File: config.mk
export PLATFORM = sky130hd
export DESIGN_NAME = multi_turn_encoder_tracker
export DESIGN_NICKNAME = d
export VERILOG_FILES = /design/src/rtl/mtet_pkg.sv /design/src/rtl/mtet_cfg.sv /design/src/rtl/mtet_step.sv /design/src/rtl/multi_turn_encoder_tracker.sv
export SDC_FILE = /design/constraint.sdc
export NUM_CORES = 1
export LEC_CHECK = 0
export BUFFER_PORTS_ARGS = -buffer_cell sky130_fd_sc_hd__buf_2
export CORE_MARGIN = 2
export CORE_UTILIZATION = 30
export CTS_CLUSTER_DIAMETER = 200
export DETAILED_ROUTE_END_ITERATION = 8
export GPL_ROUTABILITY_DRIVEN = 0
export PLACE_DENSITY = 0.54
export SLEW_MARGIN = 5
export SYNTH_ARGS = -nofsm -noshare
export SYNTH_HDL_FRONTEND = slang
export SYNTH_HIERARCHICAL = 1
export SYNTH_SLANG_ARGS = --single-unit
export TNS_END_PERCENT = 100
File: constraint.sdc
create_clock -name clock -period 10.2 [get_ports clock]
set_input_delay 2.04 -clock clock [delete_from_list [all_inputs] [get_ports clock]]
set_output_delay 2.04 -clock clock [all_outputs]
set_load 0.005 [all_outputs]
File: src/rtl/mtet_pkg.sv
// Shared types, widths and codes for the multi-turn encoder tracker.
// Used by mtet_cfg, mtet_step, the top level and the checker; no dependencies.
`default_nettype none

package mtet_pkg;

   // field widths
   localparam int unsigned COUNT_W    = 13;                   // single-turn count
   localparam int unsigned TURN_W     = 16;                   // rotor turn counter
   localparam int unsigned OFFSET_W   = 16;                   // zero offset
   localparam int unsigned TARGET_W   = 29;                   // set-angle target
   localparam int unsigned MULTI_W    = 30;                   // multi-turn result
   localparam int unsigned OP_W       = 2;
   localparam int unsigned HGR_W      = 14;                   // half gear ratio
   localparam int unsigned MAXT_W     = 15;                   // upper turn clamp
   localparam int unsigned MINT_W     = 16;                   // lower turn clamp
   localparam int unsigned STEP_W     = 18;                   // turns before clamp

   // one revolution of the encoder
   localparam int unsigned COUNTS_PER_REV = 1 << COUNT_W;
   localparam int unsigned HALF_REV       = COUNTS_PER_REV / 2;

   // stream widths, packed to whole bytes
   localparam int unsigned REQ_BITS  = COUNT_W + TARGET_W;
   localparam int unsigned REQ_W     = ((REQ_BITS + 7) / 8) * 8;
   localparam int unsigned RSP_BITS  = MULTI_W + TURN_W;
   localparam int unsigned RSP_W     = ((RSP_BITS + 7) / 8) * 8;

   // configuration port
   localparam int unsigned CSR_IDX_W  = 3;
   localparam int unsigned CSR_DATA_W = 16;

   localparam logic [CSR_IDX_W-1:0] REG_SPEED_MODE      = 3'd0;
   localparam logic [CSR_IDX_W-1:0] REG_ABSOLUTE_FORMAT = 3'd1;
   localparam logic [CSR_IDX_W-1:0] REG_HALF_GEAR_RATIO = 3'd2;
   localparam logic [CSR_IDX_W-1:0] REG_MAX_TURNS       = 3'd3;
   localparam logic [CSR_IDX_W-1:0] REG_MIN_TURNS       = 3'd4;

   // operation codes
   localparam logic [OP_W-1:0] OP_CAPTURE   = 2'd0;
   localparam logic [OP_W-1:0] OP_SAMPLE    = 2'd1;
   localparam logic [OP_W-1:0] OP_SET_ANGLE = 2'd2;

   // register reset values
   localparam logic [HGR_W-1:0]         HGR_RESET  = 14'd9;
   localparam logic [MAXT_W-1:0]        MAXT_RESET = 15'h7fff;
   localparam logic signed [MINT_W-1:0] MINT_RESET = 16'sh8000;

   typedef struct packed {
      logic                     speed_mode;
      logic                     absolute_format;
      logic [HGR_W-1:0]         half_gear_ratio;
      logic [MAXT_W-1:0]        max_turns;
      logic signed [MINT_W-1:0] min_turns;
   } cfg_type;

   typedef struct packed {
      logic [COUNT_W-1:0]         last_count;
      logic signed [OFFSET_W-1:0] zero_offset;
      logic signed [TURN_W-1:0]   rev_turns;
   } track_type;

   typedef struct packed {
      logic [OP_W-1:0]            operation;
      logic [COUNT_W-1:0]         encoder_count;
      logic signed [TARGET_W-1:0] target_count;
   } item_type;

endpackage

`default_nettype wire

File: src/rtl/mtet_cfg.sv
// Configuration register file for the multi-turn encoder tracker.
// Depends on mtet_pkg for register indexes, widths and reset values.
`default_nettype none

module mtet_cfg (
   input  wire logic                            clock,
   input  wire logic                            reset,
   input  wire logic                            csr_we,
   input  wire logic [mtet_pkg::CSR_IDX_W-1:0]  csr_index,
   input  wire logic [mtet_pkg::CSR_DATA_W-1:0] csr_wdata,
   output mtet_pkg::cfg_type                    cfg
);
   import mtet_pkg::*;

   cfg_type cfg_ff;
   cfg_type cfg_in;

   // register decode; unknown indexes are ignored
   always_comb begin
      cfg_in = cfg_ff;
      if (csr_we) begin
         unique case (csr_index)
            REG_SPEED_MODE:      cfg_in.speed_mode      = csr_wdata[0];
            REG_ABSOLUTE_FORMAT: cfg_in.absolute_format = csr_wdata[0];
            REG_HALF_GEAR_RATIO: cfg_in.half_gear_ratio = csr_wdata[HGR_W-1:0];
            REG_MAX_TURNS:       cfg_in.max_turns       = csr_wdata[MAXT_W-1:0];
            REG_MIN_TURNS:       cfg_in.min_turns       = $signed(csr_wdata[MINT_W-1:0]);
            default:             cfg_in = cfg_ff;
         endcase
      end
   end

   always_ff @(posedge clock) begin
      if (reset) begin
         cfg_ff.speed_mode      <= 1'b0;
         cfg_ff.absolute_format <= 1'b0;
         cfg_ff.half_gear_ratio <= HGR_RESET;
         cfg_ff.max_turns       <= MAXT_RESET;
         cfg_ff.min_turns       <= MINT_RESET;
      end else begin
         cfg_ff <= cfg_in;
      end
   end

   assign cfg = cfg_ff;

endmodule

`default_nettype wire

File: src/rtl/mtet_step.sv
// Next-state and result logic for one tracker operation.
// Depends on mtet_pkg for the item, state and configuration structs.
`default_nettype none

module mtet_step (
   input  wire mtet_pkg::cfg_type                    cfg,
   input  wire mtet_pkg::track_type                  cur,
   input  wire mtet_pkg::item_type                   item,
   output mtet_pkg::track_type                       nxt,
   output logic signed [mtet_pkg::MULTI_W-1:0]       multi_turn_count,
   output logic signed [mtet_pkg::TURN_W-1:0]        turn_count
);
   import mtet_pkg::*;

   localparam logic signed [COUNT_W:0] HALF_REV_S = (COUNT_W + 1)'(HALF_REV);
   localparam logic [TARGET_W-1:0]     REM_BIAS   = TARGET_W'(COUNTS_PER_REV - 1);

   // sample path
   logic signed [COUNT_W:0]    diff_dn;
   logic signed [COUNT_W:0]    diff_up;
   logic signed [STEP_W-1:0]   turns_stepped;
   logic signed [STEP_W-1:0]   turns_wrapped;
   logic signed [STEP_W-1:0]   turns_free;
   logic signed [STEP_W-1:0]   turns_clamped;
   logic signed [STEP_W-1:0]   half_s;
   logic signed [STEP_W-1:0]   max_s;
   logic signed [STEP_W-1:0]   min_s;
   logic signed [OFFSET_W:0]   ecd_s;
   logic signed [OFFSET_W:0]   off_s;
   // set-angle path
   logic signed [TARGET_W-1:0] biased;
   logic signed [TURN_W-1:0]   quot;
   logic signed [TARGET_W-1:0] rem_w;
   logic signed [OFFSET_W-1:0] rem_s;
   // result
   logic [COUNT_W-1:0]         cnt;
   logic signed [MULTI_W-1:0]  res_turns;

   // wrap detection on the single-turn count
   assign diff_dn = $signed({1'b0, cur.last_count}) - $signed({1'b0, item.encoder_count});
   assign diff_up = $signed({1'b0, item.encoder_count}) - $signed({1'b0, cur.last_count});

   always_comb begin
      turns_stepped = STEP_W'(cur.rev_turns);
      if (diff_dn > HALF_REV_S) begin
         turns_stepped = STEP_W'(cur.rev_turns) + STEP_W'(1);
      end else if (diff_up > HALF_REV_S) begin
         turns_stepped = STEP_W'(cur.rev_turns) - STEP_W'(1);
      end
   end

   // absolute format wraps within plus or minus half the gear ratio
   assign half_s = $signed({{(STEP_W-HGR_W){1'b0}}, cfg.half_gear_ratio});
   assign ecd_s  = $signed({{(OFFSET_W+1-COUNT_W){1'b0}}, item.encoder_count});
   assign off_s  = $signed({cur.zero_offset[OFFSET_W-1], cur.zero_offset});

   always_comb begin
      turns_wrapped = turns_stepped;
      if (turns_stepped >= half_s && ecd_s > off_s) begin
         turns_wrapped = -half_s;
      end else if (turns_stepped <= -half_s && ecd_s < off_s) begin
         turns_wrapped = half_s;
      end
   end

   assign turns_free = cfg.speed_mode      ? '0 :
                       cfg.absolute_format ? turns_wrapped : turns_stepped;

   // clamp, upper limit first
   assign max_s = $signed({{(STEP_W-MAXT_W){1'b0}}, cfg.max_turns});
   assign min_s = STEP_W'(cfg.min_turns);

   always_comb begin
      if (turns_free > max_s) begin
         turns_clamped = max_s;
      end else if (turns_free < min_s) begin
         turns_clamped = min_s;
      end else begin
         turns_clamped = turns_free;
      end
   end

   // truncating divide by one revolution: bias negatives, then shift
   assign biased = item.target_count +
                   (item.target_count[TARGET_W-1] ? $signed(REM_BIAS) : $signed(TARGET_W'(0)));
   assign quot   = $signed(biased[TARGET_W-1 -: TURN_W]);
   assign rem_w  = item.target_count - $signed({quot, {COUNT_W{1'b0}}});
   assign rem_s  = $signed(rem_w[OFFSET_W-1:0]);

   // state update per operation
   always_comb begin
      nxt = cur;
      cnt = cur.last_count;
      case (item.operation)
         OP_CAPTURE: begin
            nxt.zero_offset = $signed(OFFSET_W'(item.encoder_count));
            nxt.last_count  = item.encoder_count;
            cnt             = item.encoder_count;
         end
         OP_SAMPLE: begin
            if (cfg.speed_mode) begin
               nxt.zero_offset = $signed(OFFSET_W'(item.encoder_count));
            end
            nxt.last_count  = item.encoder_count;
            nxt.rev_turns   = turns_clamped[TURN_W-1:0];
            cnt             = item.encoder_count;
         end
         OP_SET_ANGLE: begin
            nxt.rev_turns   = quot;
            nxt.zero_offset = $signed(OFFSET_W'(cur.last_count)) - rem_s;
         end
         default: begin
            nxt = cur;
         end
      endcase
   end

   // turns times revolution plus count minus offset, modulo the result width
   assign res_turns        = MULTI_W'($signed({nxt.rev_turns, {COUNT_W{1'b0}}}));
   assign multi_turn_count = res_turns + $signed(MULTI_W'(cnt)) - MULTI_W'(nxt.zero_offset);
   assign turn_count       = nxt.rev_turns;

endmodule

`default_nettype wire

File: src/rtl/multi_turn_encoder_tracker.sv
// Top level of the multi-turn encoder tracker: input register, state, result register.
// Depends on mtet_pkg, mtet_cfg and mtet_step.
//
//  channel  | direction | handshake        | payload
//  ---------+-----------+------------------+---------------------------------------------
//  req      | in        | tvalid / tready  | tuser operation, tdata count and target
//  rsp      | out       | tvalid / tready  | tdata multi_turn_count and turn_count
//  csr      | in        | write enable     | index 0..4, data up to 16 bits
//
// One item per cycle sustained while rsp_tready stays high; an item passes the input
// register and then the result register. The tracker state updates as an item leaves
// the input register, so the next item sees the new state. Reset clears both pipeline
// valids, the state and the registers to their defaults. A stalled rsp side holds the
// result and stops the input register; req_tready drops only while both stages are full.
`default_nettype none

module multi_turn_encoder_tracker (
   input  wire logic                            clock,
   input  wire logic                            reset,
   // request stream
   input  wire logic                            req_tvalid,
   output logic                                 req_tready,
   input  wire logic [mtet_pkg::REQ_W-1:0]      req_tdata,  // encoder_count, target_count
   input  wire logic [mtet_pkg::OP_W-1:0]       req_tuser,  // operation
   // response stream
   output logic                                 rsp_tvalid,
   input  wire logic                            rsp_tready,
   output logic [mtet_pkg::RSP_W-1:0]           rsp_tdata,  // multi_turn_count, turn_count
   // configuration writes
   input  wire logic                            csr_we,
   input  wire logic [mtet_pkg::CSR_IDX_W-1:0]  csr_index,
   input  wire logic [mtet_pkg::CSR_DATA_W-1:0] csr_wdata
);
   import mtet_pkg::*;

   cfg_type                    cfg;
   logic                       in_valid_ff;
   logic                       in_valid_in;
   item_type                   in_item_ff;
   track_type                  track_ff;
   track_type                  track_in;
   logic                       out_valid_ff;
   logic                       out_valid_in;
   logic [RSP_W-1:0]           out_data_ff;
   logic                       advance;
   logic signed [MULTI_W-1:0]  multi_turn_count;
   logic signed [TURN_W-1:0]   turn_count;

   mtet_cfg u_cfg (
      .clock     (clock),
      .reset     (reset),
      .csr_we    (csr_we),
      .csr_index (csr_index),
      .csr_wdata (csr_wdata),
      .cfg       (cfg)
   );

   mtet_step u_step (
      .cfg              (cfg),
      .cur              (track_ff),
      .item             (in_item_ff),
      .nxt              (track_in),
      .multi_turn_count (multi_turn_count),
      .turn_count       (turn_count)
   );

   // handshake: the input register moves on whenever the result register is free
   assign advance      = in_valid_ff && (!out_valid_ff || rsp_tready);
   assign req_tready   = !in_valid_ff || advance;
   assign in_valid_in  = (req_tvalid && req_tready) || (in_valid_ff && !advance);
   assign out_valid_in = advance || (out_valid_ff && !rsp_tready);

   // control and tracker state
   always_ff @(posedge clock) begin
      if (reset) begin
         in_valid_ff  <= 1'b0;
         out_valid_ff <= 1'b0;
         track_ff     <= '0;
      end else begin
         in_valid_ff  <= in_valid_in;
         out_valid_ff <= out_valid_in;
         if (advance) begin
            track_ff <= track_in;
         end
      end
   end

   // payload registers
   always_ff @(posedge clock) begin
      if (req_tvalid && req_tready) begin
         in_item_ff.operation     <= req_tuser;
         in_item_ff.encoder_count <= req_tdata[COUNT_W-1:0];
         in_item_ff.target_count  <= $signed(req_tdata[COUNT_W +: TARGET_W]);
      end
      if (advance) begin
         out_data_ff <= RSP_W'({turn_count, multi_turn_count});
      end
   end

   assign rsp_tvalid = out_valid_ff;
   assign rsp_tdata  = out_data_ff;

endmodule

`default_nettype wire

# Word level (Yosys, flattened, before mapping)
# Cells that the tools add are included.
# W data, S select, Z words.
[classes]
add_sub_neg = 10
order_cmp = 8
eq_ne = 6
muxes = 13
n_reduce_logical = 22
[ops]
columns = ["cell", "n"]
rows = [
  ["$mux W18", 6],
  ["$mux W16", 3],
  ["$pmux W16 S3", 1],
  ["$pmux W16 S2", 1],
  ["$add A29 B14 Y30", 1],
  ["$sub A30 B16 Y30", 1],
  ["$add A29 B14 Y29", 1],
  ["$gt A14 B14 Y1 const B", 2],
  ["$sub A13 B13 Y14", 2],
  ["$mux W13", 2],
  ["$ge A18 B15 Y1", 1],
  ["$gt A18 B16 Y1", 1],
  ["$le A18 B18 Y1", 1],
  ["$lt A18 B16 Y1", 1],
  ["$neg A14 Y18", 1],
  ["$add A16 B2 Y17 const B", 1],
  ["$sub A16 B2 Y17 const B", 1],
  ["$gt A14 B16 Y1", 1],
  ["$lt A14 B16 Y1", 1],
  ["$sub A14 B16 Y16", 1],
  ["$sub A16 B16 Y16", 1],
  ["$reduce_and A2 Y1", 5],
  ["$eq A3 B2 Y1 const B", 2],
  ["$logic_and A1 B1 Y1", 6],
  ["other kinds (9)", 15],
]
[word_totals]
register_bits = 184
in_bits = 74
out_inout_bits = 50
wordCells = 73

# Logic depth before layout (Yosys ltp)
# Gate-level depths: netlist of run 1.
[depth]
ltp_word = 16
mapped_depth = 54
mapped_depth_nobuf = 50

# Modules after synthesis
# Netlist of run 1, hierarchy kept.
[modules_own_cells]
columns = ["mod", "instances", "cells_per_inst", "area_each_um2", "seq_area_each_um2"]
rows = [
  ["mtet_step", 1, 1193, 8221.6, 0.0],
  ["multi_turn_encoder_tracker", 1, 298, 4867.2, 3643.5],
  ["mtet_cfg", 1, 192, 1959.4, 940.9],
]

# Least setup slack after synthesis of run 1
# No wires, ideal clock.
[synth_path]
kind = "register -> register"
startpoint = "register track_ff[33] (netlist bit)"
endpoint = "register out_data_ff[28] (netlist: rsp_tdata[28]), data pin"
setup_time_ns = 0.258
arrival_ns = 9.426
t_required_ns = 9.942
setup_slack_ns = 0.516
path_stages_with_launch = 50
n_path_buf = 2
period_less_slack_ns = 9.684
path_cell_list = "dfxtp_1 -> inv_1 -> ha_1 -> nor2b_1 -> o2111ai_2 -> a31oi_1 -> or3_1 -> a211o_1 -> a2111o_1 -> nand2_1 -> nand4_1 -> o21ai_0 -> xor2_1 -> ha_1 -> a21o_1 -> a21o_1 -> a211oi_1 -> o21a_1 -> [14 not listed] -> nand2b_1 -> a21oi_1 -> nor2b_1 -> o21ai_0 -> a21oi_1 -> a31oi_4 -> buf_6 -> mux2i_1 -> o2bb2ai_1 -> ha_1 -> or3_1 -> o31ai_1 -> o21ai_0 -> o211ai_1 -> a21oi_1 -> o21a_1 -> nor2_1 -> xnor2_1"
[synth_lines]
columns = ["element", "line", "rtl"]
rows = [
  ["start: declaration", "multi_turn_encoder_tracker.sv:40", "track_type track_ff;"],
  ["start signal: assignment", "multi_turn_encoder_tracker.sv:83", "track_ff <= track_in;"],
  ["end signal: assignment", "multi_turn_encoder_tracker.sv:96", "out_data_ff <= RSP_W'({turn_count, multi_turn_count});"],
  ["end: declaration", "multi_turn_encoder_tracker.sv:44", "logic [RSP_W-1:0] out_data_ff;"],
]

==> results of run 1 <==
==> final cells by class <==
cell class	count	area, um^2
Timing Repair Buffer	277	1830
Fill cell	5188	31600
Clock inverter	13	109
Tap cell	672	841
Clock buffer	19	464
Inverter	157	589
Multi-Input combinational cell	1261	9870
Sequential cell	184	4580
Antenna cell	1	2.50
==> layer usage <==
metal  global-route usage, %  wire [um]  share of wire [%]
met1                    23.7      21800                 49
met2                    26.7      19800                 44
met3                    4.01       2310                5.1
met4                    5.51        946                2.1
met5                       0         55               0.12
==> power groups by stage <==
| stage | sequential (mW) | clock [mW] | combinational [mW] |
|---|---|---|---|
| after floorplan | 0.887 | 0 | 0.597 |
| after global placement | 0.896 | 0 | 0.916 |
| after detailed placement | 0.897 | 0 | 0.933 |
| after CTS | 0.881 | 0.700 | 0.954 |
| after global routing | 0.886 | 0.720 | 1.14 |
| final | 0.880 | 0.672 | 1.03 |
==> cell families after synthesis <==
logic type	after synthesis	synth area share, %
and+or+nand+nor	542	19.0
DFF	184	30.5
adders and majority gates	166	13.9
muxes	115	7.67
AOI/OAI and AO/OA	362	17.3
other	1	0.0249
xor gates and xnor gates	74	4.36
buffers and inverters	239	7.26
==> worst max-delay path: cells and delay by family, from the launching register on <==
family / cells / cell delay [ns]
compound gates: 19 / 3.81
xor+xnor: 2 / 0.38
fa+ha+maj: 4 / 1.17
buf+inv: 7 / 0.89
flops: 1 / 0.46
mux: 1 / 0.34
simple gates: 13 / 2.60
==> stage by stage <==
step	total power, mW	std cells	TNS (ns)
after floorplan	1.48	1684	0
after global placement	1.81	2540	-0.658
after detailed placement	1.83	2540	-1.54
after CTS	2.53	2574	-0.00196
after global routing	2.74	2583	-0.181
final	2.58	2584	0
==> timing repair <==
item,in CTS,in global routing
gates cloned,0,0
gates resized for setup,17,85
setup buffers,2,9
setup endpoints to repair,9,16
pin swaps,4,28
==> Yosys cell counts (9+ instances only) <==
cell type | instances | share of area (%)
xor2_1 | 21 | 1.2
buf_4 | 18 | 0.90
edfxtp_1 | 90 | 18
a211oi_1 | 10 | 0.50
nor3_1 | 33 | 1.1
nand4_1 | 15 | 0.62
inv_1 | 155 | 3.9
or3_1 | 15 | 0.62
o2bb2ai_1 | 9 | 0.52
and3_1 | 9 | 0.37
o22ai_1 | 12 | 0.50
a21oi_1 | 53 | 1.8
nand2b_1 | 150 | 6.2
o211ai_1 | 10 | 0.50
mux2i_1 | 112 | 7.4
a31oi_1 | 18 | 0.75
o221a_2 | 14 | 1.0
nor2b_1 | 22 | 0.91
dfxtp_1 | 94 | 13
xnor2_1 | 52 | 3.0
ha_1 | 164 | 14
a21o_1 | 41 | 2.0
a21boi_0 | 11 | 0.55
or2_2 | 11 | 0.46
clkbuf_1 | 45 | 1.1
nand2_1 | 87 | 2.2
o21a_1 | 37 | 1.8
nor2_1 | 129 | 3.2
nand3_1 | 31 | 1.0
o21ai_0 | 60 | 2.0
==> worst min path at each step <==
| stage | from | end | slack [ns] | depth (start not counted) |
|---|---|---|---|---|
| 2_1_floorplan | track_ff[10] | track_ff[10] | 0.45 | 2 |
| 3_3_place_gp | u_cfg/cfg[5] | u_cfg/cfg[5] | 0.46 | 2 |
| 3_5_place_dp | u_cfg/cfg[5] | u_cfg/cfg[5] | 0.47 | 2 |
| 4_1_cts | u_cfg/cfg[5] | u_cfg/cfg[5] | 0.48 | 2 |
| 5_1_grt | track_ff[26] | track_ff[26] | 0.52 | 2 |
| 6_report | u_cfg/cfg[5] | u_cfg/cfg[5] | 0.48 | 2 |
==> state kept, by name, summed over array words and instances, names as in the netlist <==
signal,cells
rsp_tdata,46
in_valid_ff,1
rsp_tvalid,1
u_cfg/cfg,47
in_item_ff,44
track_ff,45
==> cells in the final DEF (no fill, tap or decap), types with 31 or more instances in the layout <==
master,count
a21oi_1,45
o21ai_0,49
nor2_1,122
buf_2,114
nand3_1,31
dfxtp_1,94
a21o_1,41
nand2_1,83
ha_1,158
edfxtp_1,90
xnor2_1,49
o21a_1,36
inv_1,155
nand2b_1,150
buf_4,158
mux2i_1,107
==> flow_metrics.py, run 1 <==
metrics = {
    "outcome": {
        "outcome": "finished, final reports clean",
    },
    "setup_path": {
        "max_stage_delay_ns": 0.63,
        "required_ns": 10.45,
        "start_kind": "flip-flop",
        "path_max_fanout": 6,
        "rr_endpoint": "rsp_tdata[28]",
        "slowest_stage": "or4b_2",
        "r2r_start": "in_item_ff[30]",
        "crit_type": "flip-flop to flip-flop",
        "path_common_cell": "o21a_1",
        "r2r_setup_slack_ns": 0.29,
        "critical_path_arrival_ns": 10.16,
        "crit_start": "in_item_ff[30]",
        "reg2reg_depth": 46,
        "worst_setup_path_end_kind": "flip-flop",
        "endpoint": "rsp_tdata[28]",
    },
    "timing": {
        "finalHoldViolations": 0,
        "finalCriticalPeriod_ns": 9.91,
        "setup_violations": 0,
        "rsz0062_at_grt": "true",
        "worst_pin_slew_ns": 1.04,
        "worst_clock_skew_ns": 0.0143,
        "slew_violations": 0,
        "fmax_mhz": 101,
        "period_share_pct": 97.1,
        "fin_ws_ns": 0.292,
        "fin_hold_ws_ns": 0.482,
        "max-slew-margin-rel_pct": 30.8,
    },
    "layout": {
        "finalNetCount": 2138,
        "drive_gt1_share_pct": 22.3,
        "syn_to_final_growth_pct": 21.5,
        "finalInstanceArea_um2": 18300,
        "utilization_pct": 36.7,
    },
    "die": {
        "die_area_um2": 52000,
        "die_h_um": 228,
        "fp-row-count": 82,
        "io_pins": 124,
        "fp.dieW_um": 228,
        "core_um2": 49900,
        "start_util_pct": 30.2,
    },
    "global_routing": {
        "grt_pass1_wl_mm": 70.1,
        "grt.total_usage_pct": 17.3,
        "antenna_found_initial": 5,
        "grt_max_degree": 112,
        "grt_remaining_overflow": 0,
        "grt_pass1_vias": 12600,
    },
    "synthesis": {
        "synth_cells": 1683,
        "yosysSeqAreaShare_pct": 30.5,
        "synth_cell_types": 90,
        "synth_flop_cell": "dfxtp_1",
        "synth_edf_count": 90,
        "yosys_warnings": 6,
        "syn_area_um2": 15000,
        "syn_area_per_cell_um2": 8.94,
        "synth-seq-cells": 184,
        "async_flop_share_pct": 0,
    },
    "clock_network": {
        "cts_tree": "yes",
        "clkTransAtPathRegs_ns": 0.07,
        "cts_sinks": 184,
        "ctsLongestPathBuffers": 2,
        "root_buffer": "clkbuf_16",
        "numCtsBuffers": 17,
        "h-tree-depth": 4,
        "cts_hold_buf": 0,
        "clkLatencyLatePin_ns": 0.50,
    },
    "routing": {
        "firstDrtPassIters": 5,
        "wl_per_cell_um": 17.4,
        "vias_per_cell": 4.96,
        "postRouteWirelength_mm": 44.9,
        "drc": 0,
        "vias": 12800,
        "ant_nets": 0,
        "drt-initial-drc-count": 802,
    },
    "placed_design": {
        "place_hpwl_mm": 35.3,
        "post_dp_cell_area_um2": 17100,
        "place_ws_ns": -0.294,
        "port_buffers": 115,
    },
    "power": {
        "comb_power_share_pct": 39.9,
        "p_seq_share_pct": 34.1,
        "power_density_nw_per_um2": 141,
        "intPower_mw": 1.67,
        "leakage_nw": 7.89,
        "swShare_pct": 35.4,
        "ir_drop_v": 0.000103,
        "power_frac_clock_pct": 26.0,
        "power.switching_mw": 0.914,
    },
    "run": {
        "cap_violations": 0,
    },
    "hold_path": {
        "hp-class": "flip-flop to flip-flop",
    },
}
No activity file was read; power rests on OpenSTA's default activity.
==> run 2, diff against run 1 <==
CTS_BUF_LIST = sky130_fd_sc_hd__clkbuf_16   (was unset)
==> run 2 against run 1 <==
First-iteration DRC count unchanged; combinational power about the same; non-clock buffer count did not move; routed wire length is essentially flat; worst hold slack unchanged; cell count did not move; global-route usage unchanged; sequential power barely moved; register-to-register slack is essentially flat; fmax about the same; critical path depth unchanged; critical path type unchanged.
==> flow_metrics.py, run 2 (same netlist as run 1, synthesis figures left out) <==
metrics = {
    "timing": {
        "period_share_pct": 97.2,
        "max-slew-margin-rel_pct": 30.8,
        "fmax_mhz": 101,
        "rsz0062_at_grt": "true",
        "worst_pin_slew_ns": 1.04,
        "fin_ws_ns": 0.286,
        "worst_clock_skew_ns": 0.0143,
        "fin_setup_tns_ns": 0,
        "finalCriticalPeriod_ns": 9.91,
        "slew_violations": 0,
        "finalHoldViolations": 0,
        "setup_violations": 0,
    },
    "hold_path": {
        "hp-class": "flip-flop to flip-flop",
    },
    "power": {
        "p_total_mw": 2.57,
        "power_density_nw_per_um2": 141,
        "ir_drop_v": 0.000103,
        "leakage_nw": 7.88,
    },
    "setup_path": {
        "reg2reg_depth": 46,
        "crit_start": "in_item_ff[30]",
        "required_ns": 10.45,
        "slowest_stage": "or4b_2",
        "path_max_fanout": 6,
        "max_stage_delay_ns": 0.63,
        "r2r_start": "in_item_ff[30]",
        "endpoint": "rsp_tdata[28]",
        "r2r_setup_slack_ns": 0.29,
        "worst_setup_path_end_kind": "flip-flop",
        "path_common_cell": "o21a_1",
        "rr_endpoint": "rsp_tdata[28]",
        "start_kind": "flip-flop",
        "crit_type": "flip-flop to flip-flop",
        "critical_path_arrival_ns": 10.16,
    },
    "clock_network": {
        "clkTransAtPathRegs_ns": 0.07,
        "numCtsBuffers": 17,
        "cts_hold_buf": 0,
        "ctsLongestPathBuffers": 2,
        "h-tree-depth": 4,
        "clkLatencyLatePin_ns": 0.50,
        "root_buffer": "clkbuf_16",
        "cts_tree": "yes",
        "cts_sinks": 184,
    },
    "layout": {
        "final_cell_mix": "buf_4 (158), ha_1 (158), inv_1 (155)",
        "nFillCells": 5189,
        "finalNetCount": 2138,
        "syn_to_final_growth_pct": 21.5,
        "largest_reg_flops": 47,
        "drive_gt1_share_pct": 22.2,
    },
    "routing": {
        "wl_per_cell_um": 17.4,
        "ant_nets": 0,
        "vias_per_cell": 4.96,
        "firstDrtPassIters": 5,
        "drc": 0,
        "drt-initial-drc-count": 802,
        "vias": 12800,
        "postRouteWirelength_mm": 44.9,
    },
    "global_routing": {
        "grt_max_degree": 112,
        "grt_pass1_vias": 12600,
        "grt_remaining_overflow": 0,
        "antenna_found_initial": 5,
        "grt.total_usage_pct": 17.3,
        "grt_pass1_wl_mm": 70.1,
    },
    "placed_design": {
        "port_buffers": 115,
        "place_hpwl_mm": 35.3,
        "place_ws_ns": -0.294,
    },
    "die": {
        "start_util_pct": 30.2,
        "core_um2": 49900,
        "die_area_um2": 52000,
        "fp.dieW_um": 228,
        "die_h_um": 228,
        "fp-row-count": 82,
        "io_pins": 124,
    },
    "outcome": {
        "outcome": "finished, final reports clean",
    },
    "run": {
        "cap_violations": 0,
    },
}
[run 2: layout make-up]
cell class / instances / area (um^2) / share of cell area [%]
clock buffers: 18 / 450 / 2.46
multi-input cells: 1261 / 9870 / 54.0
flip-flops and latches: 184 / 4580 / 25.1
repair buffers: 277 / 1830 / 10.0
well taps: 672 / 841 / 4.60
diodes: 1 / 2.50 / 0.0137
clock inverters: 14 / 113 / 0.616
inverters: 157 / 589 / 3.22
[run 2: worst max-delay path: cells and delay by family (launching register included)]
kind / cells / cell delay (ns)
and+or+nand+nor: 13 / 2.60
adders and majority gates: 4 / 1.17
AOI/OAI and AO/OA: 19 / 3.81
muxes: 1 / 0.34
buffers and inverters: 7 / 0.89
DFF: 1 / 0.46
xor gates and xnor gates: 2 / 0.38
[run 2: metrics by stage]
step	util, %	std cells	area [um^2]	hold slack [ns]
6_report	36.7	2584	18300	0.482
5_1_grt	36.7	2583	18300	0.516
4_1_cts	35.7	2574	17800	0.484
3_5_place_dp	34.3	2540	17100	0.473
3_3_place_gp	34.3	2540	17100	0.462
2_1_floorplan	-	1684	15100	0.447
[run 2: worst min path at each step]
stage / cells after the start / slack, ns / end / from
after global placement: 2 / 0.46 / u_cfg/cfg[5] / u_cfg/cfg[5]
after CTS: 2 / 0.48 / u_cfg/cfg[5] / u_cfg/cfg[5]
after floorplan: 2 / 0.45 / track_ff[10] / track_ff[10]
after detailed placement: 2 / 0.47 / u_cfg/cfg[5] / u_cfg/cfg[5]
final: 2 / 0.48 / u_cfg/cfg[5] / u_cfg/cfg[5]
after global routing: 2 / 0.52 / track_ff[26] / track_ff[26]
[run 2: power breakdown]
group	switching, mW	leakage, nW	internal, mW
Combinational	0.545	5.98	0.485
Sequential	0.0358	1.63	0.844
Clock	0.333	0.280	0.331
[run 2: layer usage]
metal,wire length [um],track usage [%]
met1,21800,23.7
met2,19800,26.7
met3,2300,4.01
met4,946,5.51
met5,55,0
[run 2: what timing repair did]
action	in CTS	in global routing
pin swaps	4	28
setup endpoints to repair	9	16
setup buffers	2	9
resized for setup	17	85
==> run 3, diff against run 2 <==
CORE_MARGIN = 3   (was 2)
==> run 3 against run 2 <==
Clock-buffer cell count shrank 1; clock skew decreased by 0.0038 ns; non-clock buffer count grew 48; via count is 2.1% higher; routed wire length rose by 2.2%; first-iteration DRC count increased by 18%; cell area up 2.4%; die area rose by 1.8%; fmax rose by 0.77%; flip-flop and latch count stayed put; clock power shrank 5.6%.
==> flow_metrics.py, run 3 (same netlist as run 1, synthesis figures left out) <==
metrics = {
    "clock_network": {
        "h-tree-depth": 4,
        "cts_tree": "yes",
        "clkLatencyLatePin_ns": 0.48,
        "root_buffer": "clkbuf_16",
        "cts_hold_buf": 0,
        "clkTransAtPathRegs_ns": 0.07,
        "numCtsBuffers": 17,
        "ctsLongestPathBuffers": 2,
        "cts_sinks": 184,
    },
    "routing": {
        "wl_met1_mm": 22.7,
        "drt-initial-drc-count": 947,
        "highest_layer": "met5",
        "drc": 0,
        "vias": 13100,
        "postRouteWirelength_mm": 45.9,
        "route.met3.wl_mm": 2.64,
        "firstDrtPassIters": 6,
        "wl_per_cell_um": 17.5,
        "ant_nets": 0,
        "vias_per_cell": 4.99,
        "wl_met2_mm": 19.5,
    },
    "timing": {
        "worst_clock_skew_ns": 0.0105,
        "worst_pin_slew_ns": 1.03,
        "finalHoldViolations": 0,
        "rsz0062_at_grt": "true",
        "period_share_pct": 96.5,
        "setup_violations": 0,
        "fin_setup_tns_ns": 0,
        "finalCriticalPeriod_ns": 9.84,
        "max-slew-margin-rel_pct": 31.0,
        "fmax_mhz": 102,
        "slew_violations": 0,
    },
    "die": {
        "core_um2": 49300,
        "fp-row-count": 81,
        "die_area_um2": 52900,
        "fp.dieW_um": 230,
        "die_h_um": 230,
        "start_util_pct": 30.6,
        "io_pins": 124,
    },
    "placed_design": {
        "placed_cells": 2573,
        "port_buffers": 115,
        "place_hpwl_mm": 36.1,
    },
    "setup_path": {
        "crit_type": "flip-flop to flip-flop",
        "crit_start": "in_item_ff[30]",
        "start_kind": "flip-flop",
        "max_stage_delay_ns": 0.47,
        "reg2reg_depth": 48,
        "r2r_start": "in_item_ff[30]",
        "r2r_setup_slack_ns": 0.36,
        "worst_setup_path_end_kind": "flip-flop",
        "slowest_stage": "edfxtp_1",
        "path_max_fanout": 8,
        "endpoint": "rsp_tdata[28]",
        "critical_path_arrival_ns": 10.08,
        "required_ns": 10.44,
        "rr_endpoint": "rsp_tdata[28]",
    },
    "layout": {
        "stdcell_count": 2623,
        "num_antenna_cells": 0,
        "largest_reg_flops": 47,
        "final_common_cell": "buf_4",
        "final_cell_mix": "buf_4 (207), inv_1 (158), ha_1 (158)",
        "finalNetCount": 2186,
        "nFillCells": 5030,
        "drive_gt1_share_pct": 24.5,
        "syn_to_final_growth_pct": 24.3,
    },
    "global_routing": {
        "grt_max_degree": 103,
        "grt_pass1_vias": 12700,
        "antenna_found_initial": 3,
        "grt_remaining_overflow": 0,
        "grt.total_usage_pct": 17.2,
        "grt_pass1_wl_mm": 70.9,
    },
    "hold_path": {
        "hold_depth": 2,
        "hp-class": "flip-flop to flip-flop",
    },
    "power": {
        "ir_drop_v": 0.0000977,
        "power_density_nw_per_um2": 138,
        "leakage_nw": 8.11,
    },
    "outcome": {
        "outcome": "finished, final reports clean",
    },
    "run": {
        "cap_violations": 0,
    },
}
-- run 3: cell count changes in the layout (fill, tap and decap cells not counted), moves of 3 or more --
cell	previous run	this run
mux2i_4	3	0
nor4_2	0	3
nor2_2	7	4
inv_1	155	158
nor4_1	7	4
buf_4	158	207
o2bb2ai_2	4	1
mux2i_1	107	110
-- run 3: cell type report --
class / count / area, um^2 / share of cell area [%]
clock buffers: 17 / 425 / 2.27
flip-flops and latches: 184 / 4580 / 24.5
well taps: 664 / 831 / 4.44
multi-input cells: 1261 / 9990 / 53.4
inverters: 157 / 591 / 3.16
repair buffers: 325 / 2180 / 11.6
clock inverters: 15 / 106 / 0.568
-- run 3: power breakdown --
| part | switching, mW | leakage [nW] | internal (mW) |
|---|---|---|---|
| combinational | 0.561 | 6.22 | 0.510 |
| clock | 0.316 | 0.265 | 0.311 |
| sequential | 0.0332 | 1.63 | 0.844 |
-- run 3: metal layers --
metal / vias to the layer above / GRT usage [%]
met5: - / 0
met4: 2 / 5.92
met3: 50 / 4.01
met2: 346 / 25.7
met1: 6171 / 24.4
li1: 6516 / -
-- run 3: repair_timing --
item	4_1_cts	5_1_grt
resized for setup	27	93
setup buffers	2	16
pin swaps	3	36
endpoints found under the setup margin	12	14
-- run 3: critical path, delay by kind of cell (launching register included) --
family	cells	cell delay, ns
compound gates	29	5.32
fa+ha+maj	4	1.18
simple gates	8	1.18
buf+inv	4	0.69
flops	1	0.47
mux	1	0.42
xor+xnor	2	0.34
-- run 3: metrics by stage --
| step | hold slack (ns) | util [%] | instance area, um^2 | worst slack (ns) | power, mW |
|---|---|---|---|---|---|
| floorplan | 0.447 | - | 15100 | 0.516 | 1.48 |
| global placement | 0.466 | 35.4 | 17400 | -0.383 | 1.83 |
| detailed placement | 0.478 | 35.4 | 17400 | -0.493 | 1.85 |
| CTS | 0.490 | 36.7 | 18100 | 0.00716 | 2.52 |
| global route | 0.514 | 38.0 | 18700 | -0.0247 | 2.74 |
| finish | 0.488 | 38.0 | 18700 | 0.361 | 2.58 |
-- run 3: how the worst min path moves through the flow --
stage,start,endpoint,slack (ns)
global route,u_cfg/cfg[5],u_cfg/cfg[5],0.51
finish,u_cfg/cfg[5],u_cfg/cfg[5],0.49
global placement,u_cfg/cfg[5],u_cfg/cfg[5],0.47
floorplan,track_ff[10],track_ff[10],0.45
detailed placement,u_cfg/cfg[5],u_cfg/cfg[5],0.48
CTS,u_cfg/cfg[5],u_cfg/cfg[5],0.49
